<file path="src/bspq_pkg.sv">
// Shared types and constants for the bounded sorted priority queue.
package bspq_pkg;

  localparam int DEPTH      = 16;
  localparam int DATA_WIDTH = 16;
  localparam int KEY_WIDTH  = 8;
  localparam int CNT_W      = $clog2(DEPTH + 1);

  // Command codes
  typedef enum logic [1:0] {
    CMD_INSERT = 2'd0,
    CMD_REMOVE = 2'd1,
    CMD_CLEAR  = 2'd2
  } cmd_t;

  // One stored entry
  typedef struct packed {
    logic [KEY_WIDTH-1:0]  key;
    logic [DATA_WIDTH-1:0] data;
  } entry_t;

  // Broadcast control from the top level to every cell
  typedef struct packed {
    logic   ins_en;   // insert commits this cycle
    logic   rem_en;   // pop commits this cycle
    entry_t new_item; // item being inserted
  } cell_ctrl_t;

endpackage

</file>
<file path="src/bspq_cell.sv">
// One slot of the sorted chain: compares against the new key and shifts.
module bspq_cell (
  input  logic                clk,
  input  bspq_pkg::cell_ctrl_t ctrl,
  input  logic                occ,
  input  logic                left_shift,
  input  bspq_pkg::entry_t    left_entry,
  input  bspq_pkg::entry_t    right_entry,
  output logic                shift,
  output bspq_pkg::entry_t    entry
);

  bspq_pkg::entry_t entry_next;

  // Slot sits at or after the insert point when empty or holding a larger key
  assign shift = !occ || (entry.key > ctrl.new_item.key);

  // Insert: take the left neighbor if it also moves, else the new item.
  // Pop: take the right neighbor.
  always_comb begin
    entry_next = entry;
    if (ctrl.ins_en && shift) begin
      entry_next = left_shift ? left_entry : ctrl.new_item;
    end else if (ctrl.rem_en) begin
      entry_next = right_entry;
    end
  end

  always_ff @(posedge clk) begin
    entry <= entry_next;
  end

endmodule

</file>
<file path="src/bounded_sorted_priority_queue.sv">
// Top level: command handshake, occupancy count, cell chain and result register.
// Result: presented in the cycle after its command item is accepted.
// Throughput: one command per cycle while the result side does not stall; every
// cell compares and shifts in the same cycle, whatever the queue depth.
// Reset: synchronous; clears the entry count and the result valid. Slot contents
// are not cleared and are only read below the count.
module bounded_sorted_priority_queue (
  input  logic                              clk,
  input  logic                              rst,
  input  logic                              cmd_valid,
  output logic                              cmd_stall,
  input  logic [1:0]                        cmd,
  input  logic [bspq_pkg::DATA_WIDTH-1:0]   in_data,
  input  logic [bspq_pkg::KEY_WIDTH-1:0]    in_key,
  output logic                              rsp_valid,
  input  logic                              rsp_stall,
  output logic [bspq_pkg::DATA_WIDTH-1:0]   out_data,
  output logic [bspq_pkg::KEY_WIDTH-1:0]    out_key,
  output logic                              out_valid,
  output logic                              dropped,
  output logic [bspq_pkg::CNT_W-1:0]        occupancy,
  output logic                              is_empty,
  output logic                              is_full
);

  localparam int D = bspq_pkg::DEPTH;

  logic [bspq_pkg::CNT_W-1:0] count, count_next;
  logic                       accept;
  logic                       full_now, empty_now;
  logic                       drop_now, pop_now;
  logic [D-1:0]               occ, shift;
  bspq_pkg::entry_t           entries [D];
  bspq_pkg::cell_ctrl_t       ctrl;

  // Handshake: the result register frees up as soon as it is taken
  assign cmd_stall = rsp_valid && rsp_stall;
  assign accept    = cmd_valid && !cmd_stall;

  assign full_now  = (count == bspq_pkg::CNT_W'(D));
  assign empty_now = (count == '0);

  // Insert on full drops unless the last slot holds a strictly larger key
  assign drop_now = (cmd == bspq_pkg::CMD_INSERT) && full_now && !shift[D-1];
  assign pop_now  = (cmd == bspq_pkg::CMD_REMOVE) && !empty_now;

  assign ctrl.ins_en   = accept && (cmd == bspq_pkg::CMD_INSERT) && !drop_now;
  assign ctrl.rem_en   = accept && pop_now;
  assign ctrl.new_item = '{key: in_key, data: in_data};

  // Cell chain
  for (genvar i = 0; i < D; i++) begin : g_cell
    assign occ[i] = (count > bspq_pkg::CNT_W'(i));
    bspq_cell u_cell (
      .clk         (clk),
      .ctrl        (ctrl),
      .occ         (occ[i]),
      .left_shift  ((i == 0) ? 1'b0 : shift[(i == 0) ? 0 : i - 1]),
      .left_entry  (entries[(i == 0) ? 0 : i - 1]),
      .right_entry (entries[(i == D - 1) ? D - 1 : i + 1]),
      .shift       (shift[i]),
      .entry       (entries[i])
    );
  end

  // Next count
  always_comb begin
    count_next = count;
    case (cmd)
      bspq_pkg::CMD_INSERT: begin
        if (!full_now) count_next = count + 1'b1;
      end
      bspq_pkg::CMD_REMOVE: begin
        if (!empty_now) count_next = count - 1'b1;
      end
      bspq_pkg::CMD_CLEAR: begin
        count_next = '0;
      end
      default: begin
        count_next = count;
      end
    endcase
  end

  always_ff @(posedge clk) begin
    if (rst) begin
      count <= '0;
    end else if (accept) begin
      count <= count_next;
    end
  end

  // Result register
  always_ff @(posedge clk) begin
    if (rst) begin
      rsp_valid <= 1'b0;
    end else if (accept) begin
      rsp_valid <= 1'b1;
    end else if (!rsp_stall) begin
      rsp_valid <= 1'b0;
    end
  end

  always_ff @(posedge clk) begin
    if (accept) begin
      out_data  <= pop_now ? entries[0].data : '0;
      out_key   <= pop_now ? entries[0].key : '0;
      out_valid <= pop_now;
      dropped   <= drop_now;
      occupancy <= count_next;
      is_empty  <= (count_next == '0);
      is_full   <= (count_next == bspq_pkg::CNT_W'(D));
    end
  end

endmodule

</file>
<file path="config.mk">
export PLATFORM = sky130hd
export DESIGN_NAME = bounded_sorted_priority_queue
export DESIGN_NICKNAME = d
export VERILOG_FILES = /design/src/bspq_pkg.sv /design/src/bspq_cell.sv /design/src/bounded_sorted_priority_queue.sv
export SDC_FILE = /design/constraint.sdc
export NUM_CORES = 1
export LEC_CHECK = 0
export BUFFER_PORTS_ARGS = -buffer_cell sky130_fd_sc_hd__buf_2
export CORE_MARGIN = 5
export CORE_UTILIZATION = 45
export CTS_BUF_LIST = sky130_fd_sc_hd__clkbuf_4
export DETAILED_ROUTE_END_ITERATION = 12
export PLACE_DENSITY = 0.6
export SYNTH_ARGS = -nofsm -noshare
export SYNTH_HDL_FRONTEND = slang
export SYNTH_HIERARCHICAL = 1
export SYNTH_SLANG_ARGS = --single-unit
export TNS_END_PERCENT = 50
</file>
<file path="constraint.sdc">
create_clock -name clk -period 10.55 [get_ports clk]
set_input_delay 1.055 -clock clk [delete_from_list [all_inputs] [get_ports clk]]
set_output_delay 1.055 -clock clk [all_outputs]
set_load 0.02 [all_outputs]
</file>
==> impl_metrics.ini, run 1 <==
[logic_synthesis]
synth.distinct_cells = 55
ys_seq_area_share_pct = 45.5
netlist_area_um2 = 27800
synthTopCellsByArea = edfxtp_1 (45%), mux2_4 (16%), mux2_2 (14%)
synth_ff_type = edfxtp_1
yosysTopAreaCellShare_pct = 45.1
synth_async_sr_flop_share_pct = 0
syn_area_per_cell_um2 = 13.4
ys_ff_latch = 423
synthTopCellsByCount = edfxtp_1 (417), mux2_2 (352), mux2_4 (304), inv_1 (166), o21ai_0 (157)
synth_top_cell_by_area = edfxtp_1
synthCells = 2064
yosysMostFrequentCell = edfxtp_1
synth_edf_count = 417
yosys_warnings = 6

[clocking]
tritoncts = yes
clock-sinks = 423
postCtsHoldBufs = 0
numCtsBuffers = 117
h-tree-depth = 3
cts-resized-gates = 0
cts.path.max_buffers = 3
path_clk_slew_ns = 0.06
cts-root-buf = clkbuf_4
post_cts.repair.setup_buffers = 0
clk_latency_ns = 0.90

[power]
p_seq_share_pct = 47.7
power.density_nw_per_um2 = 144
power_frac_comb_pct = 17.5
p_sw_mw = 1.14
pwr-share-clk_pct = 34.8
leakage_nw = 12.0
swShare_pct = 26.7
power.internal_mw = 3.14
vdd_drop_max_mv = 0.0950

[routing]
dr_total_vias = 16023
routed.top_layer = met4
drc_errors = 0
wl_met1_um = 27300
initialDrtViolationCount = 720
via_per_inst = 5.26
firstDrtPassIters = 5
dr_wl_met2_um = 26400
postRouteAntennaNets = 0
wire_per_inst_um = 18.8
dr_wl_met3_um = 2230
routed_wl_um = 57400

[floorplanning]
die-area_um2 = 66700
rows = 91
core_area_um2 = 61400
pin_count = 65
start_util_pct = 45.2
die_y_um = 258
die_w_um = 258

[global_route]
grt_pass1_vias = 16910
grt_remaining_overflow = 0
track_usage_pct = 16.8
grt_antenna_before_repair = 4
grt_max_degree = 39
grt_pass1_wl_um = 91800

[worst_hold_path]
holdCritPathClass = in2reg
min_from = cmd_valid
hold_depth = 3

[outcome]
outcome = finished clean

[sta]
setup_tns_ns = 0
fin_skew_ns = 0.0654
layout_min_cycle_time_ns = 4.41
setup_viol = 0
max_freq_ghz = 0.227
fin_crit_sh_pct = 41.8
drv_slew = 0
final-hold-violation-count = 0
rsz0062_at_grt = no
slew_headroom_pct = 18.3
tightestPinTransition_ns = 1.22
setup_slack_ns = 6.14

[place]
dp_hpwl_um = 44100
pre_cts_ws_ns = 5.81
gp_congestion = 0.862
numPortBuffers = 64

[setup_path]
worst-path-buf-inv = 3
worstReg2RegStart = count[2]
crit_path_start_kind = register
path_class = reg2reg
end_kind = register
slowest_delay_ns = 0.69
path_depth = 13
arrival_ns = 4.93
critPathLaunch = count[2]
cp_cell_sequence = nand3_1, o21ai_0, nor2b_1, nor2b_1, o21ai_1, o21ai_0, inv_1, nor2_1, nor3_2, buf_4, o211a_1, buf_4, or2_2
critPathTopFamily = simple AND/OR/NAND/NOR gates
crit_fanout = 24
slowest_stage = o21ai_0
reg2reg_depth = 13
worstPathRequired_ns = 11.07

[finish]
post_route_cells_drive_above_1_share_pct = 43.0
final_nets = 2326
area_growth_pct = 6.91

[flow_run]
maxCapViolCount = 0
-- cells by family (layout without fill, tap and decap cells) --
group | count (synthesis) | in the layout | synth area share, %
and+or+nand+nor | 302 | 302 | 5.47
DFF | 423 | 423 | 45.5
adders and majority gates | 134 | 134 | 6.04
AOI/OAI and AO/OA | 272 | 272 | 6.04
muxes | 657 | 657 | 30.8
other | 1 | 11 | 0.0135
buffers and inverters | 275 | 459 | 6.14
-- power groups by stage --
stage / combinational (mW) / clock (mW) / sequential (mW)
floorplan: 0.604 / 0 / 2.06
global placement: 0.733 / 0 / 2.07
detailed placement: 0.751 / 0 / 2.08
CTS: 0.754 / 1.56 / 2.04
global route: 0.818 / 1.66 / 2.05
finish: 0.750 / 1.49 / 2.04
-- flip-flops by register name, indices dropped and copies added, names as in the netlist --
signal / count
g_cell.u_cell/entry: 384
dropped: 1
occupancy: 5
rsp_valid: 1
out_key: 8
out_valid: 1
out_data: 16
count: 5
is_empty: 1
is_full: 1
-- layer usage --
metal  vias up  track usage (%)
li1       7971                -
met1      7628             22.8
met2       310             27.2
met3       114             3.51
met4         0             5.09
met5         -                0
-- tightest hold or removal path, stage by stage --
cell,delay (ns)
buf_2,0.09
nor2_1,0.04
nor2_1,0.07
-- metrics by stage --
step / area [µm²] / hold WS, ns / utilization, % / instances / power [mW]
2_1_floorplan: 27800 / 0.546 / - / 2067 / 2.66
3_3_place_gp: 28200 / 0.554 / 45.9 / 2833 / 2.81
3_5_place_dp: 28200 / 0.558 / 45.9 / 2833 / 2.83
4_1_cts: 29700 / 0.314 / 48.3 / 3041 / 4.35
5_1_grt: 29700 / 0.333 / 48.4 / 3047 / 4.53
6_report: 29700 / 0.413 / 48.4 / 3048 / 4.28
-- placed cells by master, fill, tap and decap left out, types with 3 or more instances in the layout --
cell type,netlist,layout
a21oi_1,35,35
a211oi_2,17,17
mux2_4,304,304
nor3_1,23,22
nand2_1,139,139
buf_2,2,64
o21ai_1,17,17
ha_1,134,134
mux2_2,352,352
conb_1,1,4
edfxtp_1,417,417
and3_1,25,25
o21bai_1,16,16
nand4_1,16,16
clkinv_2,0,3
nor2b_1,33,33
clkinv_1,1,28
nor2_1,16,15
nand3_1,19,19
clkbuf_4,0,171
a211oi_1,3,3
inv_1,166,166
o211a_1,16,16
buf_4,1,18
dfxtp_1,6,6
or2_2,17,17
o21ai_0,157,157
diode_2,0,7
-- area by class of cell --
cell class | count | area, µm²
repair buffers | 82 | 455
inverters | 169 | 634
fillers | 5475 | 31700
clock buffers | 171 | 1280
clock inverters | 37 | 224
well taps | 790 | 988
diodes | 7 | 17.5
flip-flops and latches | 423 | 12600
multi-input cells | 1369 | 13400
-- worst paths after layout --
kind	slack, ns	to
worst max-delay path	6.14	g_cell[9].u_cell/entry[6]
worst min-delay path	0.41	rsp_valid
worst max register to register	6.14	g_cell[9].u_cell/entry[6]
worst min register to register	0.55	g_cell[3].u_cell/entry[12]
(Power assumes the default switching activity.)
==> run 2: changes to the inputs <==
--- a/config.mk
+++ b/config.mk
@@ -10,7 +10,7 @@
 export CORE_UTILIZATION = 45
 export CTS_BUF_LIST = sky130_fd_sc_hd__clkbuf_4
 export DETAILED_ROUTE_END_ITERATION = 12
-export PLACE_DENSITY = 0.6
+export PLACE_DENSITY = 0.62
 export SYNTH_ARGS = -nofsm -noshare
 export SYNTH_HDL_FRONTEND = slang
 export SYNTH_HIERARCHICAL = 1
==> constraint.sdc (replaced) <==
create_clock -name clk -period 3.9 [get_ports clk]
set_input_delay 0.39 -clock clk [delete_from_list [all_inputs] [get_ports clk]]
set_output_delay 0.39 -clock clk [all_outputs]
set_load 0.02 [all_outputs]
==> impl_metrics.ini, run 2 (synthesized netlist as in run 1, its figures left out) <==
[outcome]
outcome = finished clean

[power]
leakage_nw = 12.6
vdd_drop_max_mv = 0.228
power.density_nw_per_um2 = 379
power_mw = 11.7

[setup_path]
end_kind = register
crit_path_start_kind = register
slowest_delay_ns = 0.67
reg2reg_depth = 11
cp_cell_sequence = inv_1, ha_1, o21ai_0, nor2b_1, o21ai_1, o21ai_0, inv_1, buf_4, nand2_1, o21ai_0, mux2_4
worstPathRequired_ns = 4.50
slowest_stage = o21ai_0
path_class = reg2reg
crit_fanout = 24
cpMostUsedCell = o21ai_0
arrival_ns = 4.19

[finish]
reg_top3 = g_cell.u_cell/entry (384), out_data (16), out_key (8)
top_register = g_cell.u_cell/entry
layout_common_cells = edfxtp_1 (417), mux2_2 (352), mux2_4 (304), clkbuf_4 (179), inv_1 (166)
post_route_cells_drive_above_1_share_pct = 45.2
layoutNonFillerInstCount = 3131
final_nets = 2407
regArea_um2 = 12600
fillers = 5332
area_growth_pct = 11.2
postLayoutCellArea_um2 = 30900
layout_commonest_cell = edfxtp_1
multi_input_area_um2 = 13400
largest_register_ff_count = 384

[routing]
postRouteAntennaNets = 0
initialDrtViolationCount = 1099
dr_total_vias = 16537
firstDrtPassIters = 5
drc_errors = 0
routed_wl_um = 59100
wire_per_inst_um = 18.9
via_per_inst = 5.28

[flow_run]
maxCapViolCount = 0

[floorplanning]
core_area_um2 = 61400
rows = 91
die_w_um = 258
start_util_pct = 45.2
pin_count = 65
die-area_um2 = 66700
die_y_um = 258

[sta]
setup_viol = 0
drv_slew = 0
slew_headroom_pct = 30.8
rsz0062_at_grt = no
final-hold-violation-count = 0
layout_min_cycle_time_ns = 3.60
fin_skew_ns = 0.0797
fin_crit_sh_pct = 92.3
timing.hold.ws_ns = 0.130
max_freq_ghz = 0.278
tightestPinTransition_ns = 1.04
setup_tns_ns = 0

[global_route]
track_usage_pct = 17.4
busiest_layer = met2
grt_use_met1_pct = 22.9
grt_pass1_vias = 17649
grtUsageMet2_pct = 29.0
grt_remaining_overflow = 0
grt_util_met3_pct = 3.57
grt_max_degree = 32
grt_pass1_wl_um = 95100
grt_antenna_before_repair = 5

[place]
numPortBuffers = 64
dp_hpwl_um = 46100
gp_congestion = 0.833
placed_area_um2 = 29300
dp.cells = 2911

[clocking]
cts-root-buf = clkbuf_4
cts.path.max_buffers = 3
path_clk_slew_ns = 0.08
clock-sinks = 423
numCtsBuffers = 115
clk_latency_ns = 0.90
h-tree-depth = 3
tritoncts = yes
cts-resized-gates = 0

[worst_hold_path]
hold_depth = 4
holdCritPathClass = in2reg
[run 2: cell count changes in the layout (fill, tap and decap cells not counted)]
cell | previous run | this run
inv_6 | 0 | 1
inv_2 | 2 | 5
clkinv_4 | 2 | 1
dlygate4sd3_1 | 0 | 5
nor2_2 | 1 | 0
bufinv_16 | 2 | 0
buf_12 | 0 | 48
clkbuf_4 | 171 | 179
buf_4 | 18 | 48
inv_8 | 2 | 1
nor2_1 | 15 | 16
diode_2 | 7 | 8
clkinv_1 | 28 | 19
[run 2: layout make-up]
class,instances,share of cell area (%)
antenna,8,0.0648
clock buffer,179,4.35
clock inverter,28,0.421
inverter,169,2.05
multi-input combinational,1369,43.5
sequential,423,40.9
tap,790,3.20
timing repair buffer,165,5.48
[run 2: final timing paths]
check,startpoint,endpoint,slack [ns]
max,count[1],g_cell[2].u_cell/entry[22],0.30
min,cmd[1],occupancy[0],0.13
max reg2reg,count[1],g_cell[2].u_cell/entry[22],0.30
min reg2reg,g_cell[8].u_cell/entry[14],g_cell[7].u_cell/entry[14],0.56
[run 2: worst max-delay path: cells and delay by family, from the launching register on]
family                     cells  cell delay [ns]
muxes                          1             0.27
and+or+nand+nor                2             0.31
DFF                            1             0.49
AOI/OAI and AO/OA              4             1.09
adders and majority gates      1             0.26
buffers and inverters          3             0.87
[run 2: metrics by stage]
step                      setup slack (ns)  utilization, %
after detailed placement             0.454            47.8
after global placement               0.530            47.8
after global routing                 0.108            50.3
final                                0.301            50.3
after floorplan                      0.378               -
after CTS                            0.400            50.3
[run 2: repair_timing]
action	CTS	global route
setup buffers	0	0
hold buffers	5	0
endpoints found under the setup margin	0	0
hold endpoints to repair	7	0
[run 2: layer usage]
layer | wire, µm | vias to the layer above
li1 | - | 8110
met1 | 27100 | 7931
met2 | 27700 | 368
met3 | 2600 | 126
met4 | 1640 | 2
met5 | 18 | -
[run 2: where the power goes]
group,switching [mW],total (mW),internal (mW),leakage [nW]
combinational,1.08,2.23,1.15,7.81
sequential,0.167,5.52,5.35,3.92
clock,1.87,3.95,2.08,0.891
